--- config.mk ---
export PLATFORM = sky130hd
export DESIGN_NAME = buzzer_pattern_sequencer_unit
export DESIGN_NICKNAME = d
export VERILOG_FILES = /design/src/sv/bps_pkg.sv /design/src/sv/buzzer_pattern_sequencer_unit.sv
export VERILOG_INCLUDE_DIRS = /design/src /design/src/sv
export SDC_FILE = /design/constraint.sdc
export NUM_CORES = 1
export LEC_CHECK = 0
export BUFFER_PORTS_ARGS = -buffer_cell sky130_fd_sc_hd__buf_2
export CORE_ASPECT_RATIO = 1.75
export CORE_MARGIN = 3
export CORE_UTILIZATION = 35
export CTS_CLUSTER_DIAMETER = 60
export DETAILED_ROUTE_END_ITERATION = 8
export PLACE_DENSITY = 0.58
export SETUP_SLACK_MARGIN = 0.02
export SLEW_MARGIN = 20
export SYNTH_ARGS = -nofsm -noshare
export SYNTH_HDL_FRONTEND = slang
export SYNTH_SLANG_ARGS = --single-unit
--- constraint.sdc ---
create_clock -name clock -period 3.4 [get_ports clock]
set_clock_uncertainty 0.2 [all_clocks]
set_input_delay 0.68 -clock clock [delete_from_list [all_inputs] [get_ports clock]]
set_output_delay 0.68 -clock clock [all_outputs]
set_load 0.01 [all_outputs]
--- src/sv/buzzer_pattern_sequencer_unit_assert.svh ---
// assertion helpers for the buzzer pattern sequencer
`ifndef BUZZER_PATTERN_SEQUENCER_UNIT_ASSERT_SVH
`define BUZZER_PATTERN_SEQUENCER_UNIT_ASSERT_SVH

// same-cycle implication, checked out of reset
`define BPS_ASSERT_NOW(label, clk, rst, ante, cons) \
   label: assert property (@(posedge clk) disable iff (rst) (ante) |-> (cons)) \
      else $error("buzzer sequencer assertion failed");

// next-cycle implication, checked out of reset
`define BPS_ASSERT_NEXT(label, clk, rst, ante, cons) \
   label: assert property (@(posedge clk) disable iff (rst) (ante) |=> (cons)) \
      else $error("buzzer sequencer assertion failed");

`endif

--- src/sv/bps_pkg.sv ---
`timescale 1ns / 1ps

package bps_pkg;

   localparam int TIME_WIDTH = 16;
   localparam int REG_WIDTH  = 16;
   localparam int CSR_INDEX_WIDTH = 3;

   localparam logic [REG_WIDTH-1:0] CLICK_LENGTH_RESET      = 16'd50;
   localparam logic [REG_WIDTH-1:0] ALARM_HALF_PERIOD_RESET = 16'd200;
   localparam logic [REG_WIDTH-1:0] ALARM_LIMIT_RESET       = 16'd60000;
   localparam logic [REG_WIDTH-1:0] DONE_LENGTH_RESET       = 16'd2000;
   localparam logic [REG_WIDTH-1:0] NOTIFY_STEP_RESET       = 16'd100;

   typedef enum logic [1:0] {
      CMD_TICK = 2'd0,
      CMD_PLAY = 2'd1,
      CMD_STOP = 2'd2
   } command_type;

   typedef enum logic [2:0] {
      PAT_OFF    = 3'd0,
      PAT_CLICK  = 3'd1,
      PAT_ALARM  = 3'd2,
      PAT_DONE   = 3'd3,
      PAT_NOTIFY = 3'd4
   } pattern_type;

   typedef enum logic [1:0] {
      PH_FIRST  = 2'd0,
      PH_GAP    = 2'd1,
      PH_SECOND = 2'd2
   } phase_type;

   typedef enum logic [CSR_INDEX_WIDTH-1:0] {
      REG_CLICK_LENGTH      = 3'd0,
      REG_ALARM_HALF_PERIOD = 3'd1,
      REG_ALARM_LIMIT       = 3'd2,
      REG_DONE_LENGTH       = 3'd3,
      REG_NOTIFY_STEP       = 3'd4
   } reg_index_type;

   typedef struct packed {
      logic sound_enable;
      logic busy_res;
   } result_type;

endpackage

--- src/sv/buzzer_pattern_sequencer_unit.sv ---
`timescale 1ns / 1ps
`include "buzzer_pattern_sequencer_unit_assert.svh"

// channel   | direction | payload                   | handshake
// req_      | in        | command, pattern          | req_valid / req_stall
// rsp_      | out       | sound_enable, busy_res    | rsp_valid / rsp_stall
// csr_      | in        | index, wdata (16 bits)    | csr_write, no wait
//
// one beat per cycle while req_stall is low; the pattern state updates at the accepting edge and
// the result is registered in the output register, or in the skid entry while the output beat is held.
// an output register plus one skid entry decouple the two sides; req_stall
// rises only while the skid entry is full.
// synchronous active-high reset: pattern idle, registers at defaults, no result.

module buzzer_pattern_sequencer_unit #(
   parameter int TIME_WIDTH = bps_pkg::TIME_WIDTH
) (
   input  logic                                 clock,
   input  logic                                 reset,
   input  logic                                 req_valid,
   output logic                                 req_stall,
   input  logic [1:0]                           req_command,
   input  logic [2:0]                           req_pattern,
   output logic                                 rsp_valid,
   input  logic                                 rsp_stall,
   output logic                                 rsp_sound_enable,
   output logic                                 rsp_busy_res,
   input  logic                                 csr_write,
   input  logic [bps_pkg::CSR_INDEX_WIDTH-1:0]  csr_index,
   input  logic [bps_pkg::REG_WIDTH-1:0]        csr_wdata
);

   localparam int CMP_W = (TIME_WIDTH > bps_pkg::REG_WIDTH) ? TIME_WIDTH : bps_pkg::REG_WIDTH;

   // configuration registers
   logic [bps_pkg::REG_WIDTH-1:0] click_length_ff, alarm_half_ff, alarm_limit_ff;
   logic [bps_pkg::REG_WIDTH-1:0] done_length_ff, notify_step_ff;

   always_ff @(posedge clock) begin
      if (reset) begin
         click_length_ff <= bps_pkg::CLICK_LENGTH_RESET;
         alarm_half_ff   <= bps_pkg::ALARM_HALF_PERIOD_RESET;
         alarm_limit_ff  <= bps_pkg::ALARM_LIMIT_RESET;
         done_length_ff  <= bps_pkg::DONE_LENGTH_RESET;
         notify_step_ff  <= bps_pkg::NOTIFY_STEP_RESET;
      end else if (csr_write) begin
         case (bps_pkg::reg_index_type'(csr_index))
            bps_pkg::REG_CLICK_LENGTH:      click_length_ff <= csr_wdata;
            bps_pkg::REG_ALARM_HALF_PERIOD: alarm_half_ff   <= csr_wdata;
            bps_pkg::REG_ALARM_LIMIT:       alarm_limit_ff  <= csr_wdata;
            bps_pkg::REG_DONE_LENGTH:       done_length_ff  <= csr_wdata;
            bps_pkg::REG_NOTIFY_STEP:       notify_step_ff  <= csr_wdata;
            default: ;
         endcase
      end
   end

   // pattern state
   logic                  running_ff, running_in;
   bps_pkg::pattern_type  pattern_ff, pattern_in;
   logic [TIME_WIDTH-1:0] since_start_ff, since_start_in;
   logic [TIME_WIDTH-1:0] since_toggle_ff, since_toggle_in;
   logic                  tone_ff, tone_in;
   bps_pkg::phase_type    phase_ff, phase_in;

   // output register and skid entry
   logic                  out_valid_ff, out_valid_in;
   bps_pkg::result_type   out_data_ff, out_data_in;
   logic                  skid_valid_ff, skid_valid_in;
   bps_pkg::result_type   skid_data_ff, skid_data_in;

   logic                  accept;
   logic                  out_free;
   logic [TIME_WIDTH-1:0] start_bump, toggle_bump;
   logic [CMP_W-1:0]      start_x, toggle_x;
   bps_pkg::result_type   result;

   assign req_stall = skid_valid_ff;
   assign accept    = req_valid && !skid_valid_ff;
   assign out_free  = !out_valid_ff || !rsp_stall;

   // saturating elapsed counters
   assign start_bump  = (since_start_ff == '1) ? since_start_ff
                                               : since_start_ff + TIME_WIDTH'(1);
   assign toggle_bump = (since_toggle_ff == '1) ? since_toggle_ff
                                                : since_toggle_ff + TIME_WIDTH'(1);
   assign start_x  = CMP_W'(start_bump);
   assign toggle_x = CMP_W'(toggle_bump);

   always_comb begin
      running_in      = running_ff;
      pattern_in      = pattern_ff;
      since_start_in  = since_start_ff;
      since_toggle_in = since_toggle_ff;
      tone_in         = tone_ff;
      phase_in        = phase_ff;
      if (accept) begin
         case (bps_pkg::command_type'(req_command))
            bps_pkg::CMD_TICK: begin
               if (running_ff) begin
                  since_start_in  = start_bump;
                  since_toggle_in = toggle_bump;
                  case (pattern_ff)
                     bps_pkg::PAT_CLICK: begin
                        if (toggle_x >= CMP_W'(click_length_ff)) begin
                           running_in = 1'b0;
                           tone_in    = 1'b0;
                           pattern_in = bps_pkg::PAT_OFF;
                        end
                     end
                     bps_pkg::PAT_ALARM: begin
                        if (toggle_x >= CMP_W'(alarm_half_ff)) begin
                           tone_in         = !tone_ff;
                           since_toggle_in = '0;
                        end
                        // limit stop wins over a toggle on the same tick
                        if (start_x >= CMP_W'(alarm_limit_ff)) begin
                           running_in = 1'b0;
                           tone_in    = 1'b0;
                           pattern_in = bps_pkg::PAT_OFF;
                        end
                     end
                     bps_pkg::PAT_DONE: begin
                        if (start_x >= CMP_W'(done_length_ff)) begin
                           running_in = 1'b0;
                           tone_in    = 1'b0;
                           pattern_in = bps_pkg::PAT_OFF;
                        end
                     end
                     bps_pkg::PAT_NOTIFY: begin
                        case (phase_ff)
                           bps_pkg::PH_FIRST: begin
                              if (toggle_x >= CMP_W'(notify_step_ff)) begin
                                 tone_in         = 1'b0;
                                 phase_in        = bps_pkg::PH_GAP;
                                 since_toggle_in = '0;
                              end
                           end
                           bps_pkg::PH_GAP: begin
                              if (toggle_x >= CMP_W'(notify_step_ff)) begin
                                 tone_in         = 1'b1;
                                 phase_in        = bps_pkg::PH_SECOND;
                                 since_toggle_in = '0;
                              end
                           end
                           bps_pkg::PH_SECOND: begin
                              if (toggle_x >= CMP_W'(notify_step_ff)) begin
                                 running_in = 1'b0;
                                 tone_in    = 1'b0;
                                 pattern_in = bps_pkg::PAT_OFF;
                              end
                           end
                           default: begin
                              running_in = 1'b0;
                              tone_in    = 1'b0;
                              pattern_in = bps_pkg::PAT_OFF;
                           end
                        endcase
                     end
                     default: begin
                        running_in = 1'b0;
                        tone_in    = 1'b0;
                        pattern_in = bps_pkg::PAT_OFF;
                     end
                  endcase
               end
            end
            bps_pkg::CMD_PLAY: begin
               // off and undefined patterns act as stop
               if (req_pattern >= 3'(bps_pkg::PAT_CLICK) &&
                   req_pattern <= 3'(bps_pkg::PAT_NOTIFY)) begin
                  pattern_in      = bps_pkg::pattern_type'(req_pattern);
                  running_in      = 1'b1;
                  since_start_in  = '0;
                  since_toggle_in = '0;
                  phase_in        = bps_pkg::PH_FIRST;
                  tone_in         = 1'b1;
               end else begin
                  running_in = 1'b0;
                  tone_in    = 1'b0;
                  pattern_in = bps_pkg::PAT_OFF;
               end
            end
            bps_pkg::CMD_STOP: begin
               running_in = 1'b0;
               tone_in    = 1'b0;
               pattern_in = bps_pkg::PAT_OFF;
            end
            default: ;
         endcase
      end
   end

   assign result.sound_enable = tone_in;
   assign result.busy_res     = running_in;

   always_comb begin
      out_valid_in  = out_valid_ff;
      out_data_in   = out_data_ff;
      skid_valid_in = skid_valid_ff;
      skid_data_in  = skid_data_ff;
      if (out_free) begin
         if (skid_valid_ff) begin
            out_valid_in  = 1'b1;
            out_data_in   = skid_data_ff;
            skid_valid_in = 1'b0;
         end else if (accept) begin
            out_valid_in = 1'b1;
            out_data_in  = result;
         end else begin
            out_valid_in = 1'b0;
         end
      end else if (accept) begin
         // output beat is held, park the new result
         skid_valid_in = 1'b1;
         skid_data_in  = result;
      end
   end

   always_ff @(posedge clock) begin
      if (reset) begin
         running_ff      <= 1'b0;
         pattern_ff      <= bps_pkg::PAT_OFF;
         since_start_ff  <= '0;
         since_toggle_ff <= '0;
         tone_ff         <= 1'b0;
         phase_ff        <= bps_pkg::PH_FIRST;
         out_valid_ff    <= 1'b0;
         skid_valid_ff   <= 1'b0;
      end else begin
         running_ff      <= running_in;
         pattern_ff      <= pattern_in;
         since_start_ff  <= since_start_in;
         since_toggle_ff <= since_toggle_in;
         tone_ff         <= tone_in;
         phase_ff        <= phase_in;
         out_valid_ff    <= out_valid_in;
         skid_valid_ff   <= skid_valid_in;
      end
      out_data_ff  <= out_data_in;
      skid_data_ff <= skid_data_in;
   end

   assign rsp_valid        = out_valid_ff;
   assign rsp_sound_enable = out_data_ff.sound_enable;
   assign rsp_busy_res     = out_data_ff.busy_res;

   `BPS_ASSERT_NOW(a_skid_behind_out, clock, reset, skid_valid_ff, out_valid_ff)
   `BPS_ASSERT_NOW(a_tone_only_running, clock, reset, tone_ff, running_ff)
   `BPS_ASSERT_NEXT(a_stop_halts, clock, reset,
      accept && req_command == 2'(bps_pkg::CMD_STOP), !running_ff && !tone_ff)
   `BPS_ASSERT_NEXT(a_accept_gives_beat, clock, reset, accept, out_valid_ff)

endmodule

**Word level (Yosys, flattened, before mapping)**

Index checks and enable logic that the tools add are counted.

- Flip-flop bits (word level): 125
- Latch bits: 0
- Logic and storage cells: 130
- Memory bits (read-only): 0
- Memories: 0
- Memory bits (writable): 0
- Input bits: 29

- Eq/ne operators: 25
- Bitwise gates (word level): 1
- Multiplexer cells: 52
- Multipliers: 0
- Shift operators: 0
- $lt $le $gt $ge: 7
- Add/sub/neg operators: 2
- Reductions and logical operators: 26
- Divide/modulo/power cells: 0

Operators with widths:

| kind | count |
|---|---|
| $mux W16 | 8 |
| $pmux W16 S2 | 3 |
| $ge A16 B16 Y1 | 5 |
| $add A16 B1 Y16 const B | 2 |
| $eq A16 B16 Y1 const B | 2 |
| $mux W3 | 6 |
| $ne A3 B3 Y1 const B | 6 |
| $mux W1 | 17 |
| $reduce_and A8 Y1 | 2 |
| $mux W2 | 7 |
| $reduce_and A2 Y1 | 7 |
| $eq A3 B2 Y1 const B | 4 |
| $pmux W3 S4 | 1 |
| $pmux W3 S3 | 1 |
| $pmux W1 S4 | 2 |
| $pmux W2 S2 | 2 |
| $eq A3 B1 Y1 const B | 2 |
| $eq A3 B3 Y1 const B | 2 |
| $ne A2 B2 Y1 const B | 3 |
| $pmux W1 S3 | 2 |
| $pmux W3 S2 | 1 |
| $reduce_or A2 Y1 | 3 |
| $eq A2 B1 Y1 const B | 2 |
| $eq A2 B2 Y1 const B | 2 |
| other kinds (14) | 21 |

**Depth between registers and ports, before layout**

- Word-level depth: 11
- Mapped depth: 16
- Gate-level depth less buffers: 15

**Worst setup path after synthesis**

Ideal clock, no wire load.

- Path kind: register to register
- Start point: reg since_toggle_ff[0]
- End point: reg since_toggle_ff[5]
- Library setup time: 0.117 ns
- Clock period less this slack: 3.737 ns
- Setup slack: -0.337 ns
- Data arrival time: 3.420 ns
- Stages on the path, launching flop included: 17
- Cell sequence: dfxtp_1 ha_1 nand3_1 nor4_4 nand3_1 nand4_1 nor2_1 xor2_1 ha_1 and4_1 a21oi_1 o211a_1 a221o_1 a211o_1 buf_2 a31o_1 a22o_1

- Longest elaborated chain between the ends: 8
- Elaborated cells on any way between the ends: 11
- Those cells by class: add/sub (1); order compare (2); eq/ne (1); mux (7)

Ends and longest elaborated chain:

| element | RTL line | RTL |
|---|---|---|
| start, declared | buzzer_pattern_sequencer_unit.sv:62 | `logic [TIME_WIDTH-1:0] since_toggle_ff, since_toggle_in;` |
| start signal, assigned | buzzer_pattern_sequencer_unit.sv:234 | `since_toggle_ff <= since_toggle_in;` |
| $add A16 B1 Y16 or $eq A16 B16 Y1 (tied branches) | buzzer_pattern_sequencer_unit.sv:86, buzzer_pattern_sequencer_unit.sv:85 |  |
| $mux W16 (*) | buzzer_pattern_sequencer_unit.sv:85 | `assign toggle_bump = (since_toggle_ff == '1) ? since_toggle_ff` |
| $ge A16 B16 Y1 | buzzer_pattern_sequencer_unit.sv:133, buzzer_pattern_sequencer_unit.sv:140 |  |
| $mux W16 | buzzer_pattern_sequencer_unit.sv:133, buzzer_pattern_sequencer_unit.sv:140 |  |
| $mux W16 | n/a |  |
| $pmux W16 S2 (*) | buzzer_pattern_sequencer_unit.sv:103 | `case (pattern_ff)` |
| $mux W16 (*) | buzzer_pattern_sequencer_unit.sv:100 | `if (running_ff) begin` |
| $pmux W16 S2 (*) | buzzer_pattern_sequencer_unit.sv:98 | `case (bps_pkg::command_type'(req_command))` |

Mark *: on every way between the ends. The rest lies on a longest branch, timed or not. The select of a mux whose other input is x is not followed.
A chain may end at the register's enable or synchronous reset.

**Final worst setup path**

- Start point: reg since_toggle_ff[13]
- End point: reg out_data_ff (netlist bit rsp_sound_enable), data pin

- Longest elaborated chain between the ends: 11
- Elaborated cells on any way between the ends: 18
- Those cells by class: add/sub (1); order compare (3); eq/ne (1); mux (13)

Ends and longest elaborated chain:

| element | RTL line | RTL |
|---|---|---|
| $add A16 B1 Y16 or $eq A16 B16 Y1 (tied branches) | buzzer_pattern_sequencer_unit.sv:86, buzzer_pattern_sequencer_unit.sv:85 |  |
| $mux W16 (*) | buzzer_pattern_sequencer_unit.sv:85 |  |
| $ge A16 B16 Y1 (on tied branches) | n/a |  |
| $mux W1 (on tied branches) | n/a |  |
| $pmux W1 S2 or $mux W1 (tied branches) | buzzer_pattern_sequencer_unit.sv:131, buzzer_pattern_sequencer_unit.sv:117 |  |
| $pmux W1 S4 (*) | buzzer_pattern_sequencer_unit.sv:103 |  |
| $mux W1 (*) | buzzer_pattern_sequencer_unit.sv:100 |  |
| $pmux W1 S3 (*) | buzzer_pattern_sequencer_unit.sv:98 |  |
| $mux W1 (*) | buzzer_pattern_sequencer_unit.sv:97 | `if (accept) begin` |
| $mux W2 (*) | buzzer_pattern_sequencer_unit.sv:207 | `end else if (accept) begin` |
| $mux W2 (*) | buzzer_pattern_sequencer_unit.sv:203 | `if (skid_valid_ff) begin` |
| end signal, assigned | buzzer_pattern_sequencer_unit.sv:240 | `out_data_ff <= out_data_in;` |
| end, declared | buzzer_pattern_sequencer_unit.sv:68 | `bps_pkg::result_type out_data_ff, out_data_in;` |

Marked as above.

==> impl_metrics.toml <==
[run_status]
outcome = "finished, violations left"
violations = "setup timing"

[detailed_routing]
vias_per_cell = 5.42
finalWirelength_um = 25700
drt-initial-drc-count = 405
firstDrtPassIters = 5
antenna_left = 0
wl_per_cell_um = 18.8
drcViolationCount = 0
vias = 7437

[worst_hold_path]
hold_path_end = "alarm_half_ff[8]"
hp-start = "alarm_half_ff[8]"
hold_class = "reg2reg"
hold_depth = 2

[synth]
synthesis.nets = 1056
synth_ff_type = "dfxtp_1"
yosysSeqAreaShare_pct = 33.9
yosysWarningCount = 0
syn-cell-area_um2 = 7500
synth_edf_count = 4
avgSynthCellArea_um2 = 7.94
synth_cell_types = 69
async_flop_share_pct = 0
ys_ff_latch = 125
syn_inst = 945

[timing]
fin_tns_setup_ns = -7.43
setup_viol = 27
drv_slew = 0
max_slew_margin_pct = 38.6
clock.fmax_mhz = 265
rsz0062_at_grt = "true"
tightest_slew_ns = 0.921
hold_violations = 0
period_share_pct = 111
period_needed_ns = 3.78
worst_slack_ns = -0.379

[floorplan]
dieArea_um2 = 23300
fp.coreArea_um2 = 21000
start_util_pct = 35.7
die_y_um = 200
io_pins = 33
rows = 70
die_w_um = 117

[grt]
grt_pass1_vias = 7478
grt_max_degree = 77
antenna_found_initial = 0
grt_pass1_wl_um = 40100
overflow = 0
grt_usage_pct = 22.7

[cells_and_area]
drive_gt1_share_pct = 25.5
multi_input_area_um2 = 4890
finalNetCount = 1218
final_area_um2 = 9970
final_common_cell = "nand2_1"
regArea_um2 = 2550
area_growth_pct = 32.8
diodes = 0
final_cell_mix = "187 x nand2_1, 139 x buf_4, 114 x dfxtp_1"
fill_cells = 2041

[power]
p_sw_share_pct = 24.9
power.switching_mw = 0.899
internal_power_mw = 2.71
p_clk_share_pct = 50.2
peakVddDrop_v = 0.000313
p_leak_nw = 4.27
comb_power_share_pct = 7.6
pwr_density_cell_nw_per_um2 = 362
seq_power_share_pct = 42.2

[critical_path]
slowest_delay_ns = 0.30
cp-start-kind = "register"
path_class = "reg2reg"
regToRegSetupSlack_ns = -0.38
timing.rr.end = "rsp_sound_enable"
timing.rr.start = "since_toggle_ff[13]"
crit_path_max_fanout = 6
cp_data_required_time_ns = 3.47
cp.arrival_ns = 3.85
crit_slowest_cell = "dfxtp_1"
reg2regPathDepth = 15
endpoint_kind = "register"
crit_chain = "and3_1 > and3_1 > nand3_2 > nand4_1 > buf_4 > xnor2_4 > ha_1 > a21o_1 > a211oi_2 > o211ai_1 > a211oi_2 > buf_4 > o21a_4 > o21ai_1 > a31oi_1"

[place]
port_buffers = 32
placed_area_um2 = 8910
gp_congestion = 0.916
dp_hpwl_um = 19200

[cts]
insertion_delay_ns = 0.44
clockBufferDepth = 2
cts_made_buffers = 17
cts_max_level = 4
numClockSinks = 125
clkTransAtPathRegs_ns = 0.06
hold_buffers = 0
tritoncts = "done"
cts_root_buf = "clkbuf_16"

[run]
maxCapViolations = 0
==> what timing repair did <==
| action | in CTS | in global routing |
|---|---|---|
| pin swaps | 29 | 16 |
| endpoints found under the setup margin | 27 | 27 |
| setup buffers | 14 | 1 |
| gates cloned | 0 | 1 |
| gates resized for setup | 51 | 15 |
==> worst max path at each step <==
stage | startpoint | to | slack, ns | cells after the start
2_1_floorplan | since_toggle_ff[0] | since_toggle_ff[5] | -0.18 | 16
3_3_place_gp | since_toggle_ff[13] | pattern_ff[1] | -0.50 | 16
3_5_place_dp | since_toggle_ff[13] | pattern_ff[1] | -0.57 | 16
4_1_cts | since_toggle_ff[0] | pattern_ff[2] | -0.36 | 16
5_1_grt | since_toggle_ff[0] | pattern_ff[2] | -0.51 | 16
6_report | since_toggle_ff[13] | rsp_sound_enable | -0.38 | 15
==> power by group through the flow <==
| stage | clock network [mW] | logic (mW) | registers, mW |
|---|---|---|---|
| floorplan | 0 | 0.143 | 1.55 |
| global placement | 0 | 0.256 | 1.55 |
| global route | 1.89 | 0.302 | 1.53 |
| CTS | 1.84 | 0.270 | 1.52 |
| finish | 1.81 | 0.274 | 1.52 |
| detailed placement | 0 | 0.258 | 1.55 |
==> cells in the mapped netlist (all sizes together) (3+ instances only) <==
library cell  instances  area, um2
buf                   5       22.5
inv                  83        312
dfxtp               121       2420
nand2               189        709
o2111ai               3       26.3
a21o                 12       91.3
xnor2                14        123
o211ai               26        195
nor2                 38        148
nand2b                8       50.1
nor4                  4       55.1
nor2b                 5       31.3
xor2                  9       78.8
o311ai                3       26.3
nor3b                 3       22.5
a32o                  4       40.0
nor3                 12       60.1
and2                  5       31.3
and4                  8       70.1
clkbuf               31        116
a31oi                 9       56.3
edfxtp                4        120
ha                   82       1030
a32oi                 7       61.3
o21a                  6       45.0
a21oi               100        512
mux2                  4       45.0
a22o                  5       43.8
and3                 10       62.6
or3                   3       23.8
nand3                25        130
or2                   3       18.8
a211oi                8       65.1
a221o                 3       30.0
nand4                15       93.8
o21ai                39        199
o31ai                13        103
==> layer usage <==
layer / up-vias / share of wire, % / track usage [%]
li1: 3670 / - / -
met2: 193 / 55 / 43.1
met3: 71 / 3.1 / 3.27
met4: 0 / 5.9 / 13.3
met1: 3503 / 36 / 22.8
met5: - / 0 / 0
==> cells by family after synthesis <==
kind of cell,count (synthesis),synth area share [%]
and+or+nand+nor,338,21.3
AOI/OAI and AO/OA,251,21.6
DFF,125,33.9
buffers and inverters,120,6.05
adders and majority gates,82,13.7
xor gates and xnor gates,23,2.68
muxes,6,0.867
==> area by class of cell <==
type                            count  area share [%]
Clock buffer                       22            4.66
Tap cell                          252            3.16
Multi-Input combinational cell    700            49.1
Clock inverter                      9            1.12
Timing Repair Buffer              179            13.2
Sequential cell                   125            25.6
Inverter                           84            3.16
==> registers in the layout, summed over array words and instances (netlist names), 2 cells and up <==
signal,count
done_length_ff,16
alarm_half_ff,16
since_start_ff,16
skid_data_ff,2
notify_step_ff,16
alarm_limit_ff,16
phase_ff,2
since_toggle_ff,16
click_length_ff,16
pattern_ff,3
==> critical path: cells and delay by family (launching register included) <==
| kind | cells | cell delay (ns) |
|---|---|---|
| xor gates and xnor gates | 1 | 0.22 |
| AOI/OAI and AO/OA | 7 | 1.37 |
| adders and majority gates | 1 | 0.30 |
| DFF | 1 | 0.30 |
| buffers and inverters | 2 | 0.39 |
| and+or+nand+nor | 4 | 0.82 |
==> stage by stage <==
step	total power, mW	std cells	utilization (%)	hold WS [ns]	worst slack [ns]
after floorplan	1.69	945	-	0.236	-0.179
after global placement	1.81	1324	42.4	0.242	-0.505
after detailed placement	1.81	1324	42.4	0.247	-0.569
after CTS	3.63	1369	46.8	0.255	-0.360
after global routing	3.71	1371	47.4	0.269	-0.513
final	3.61	1371	47.4	0.254	-0.379
Note: power is estimated with default switching activity, not from simulation.
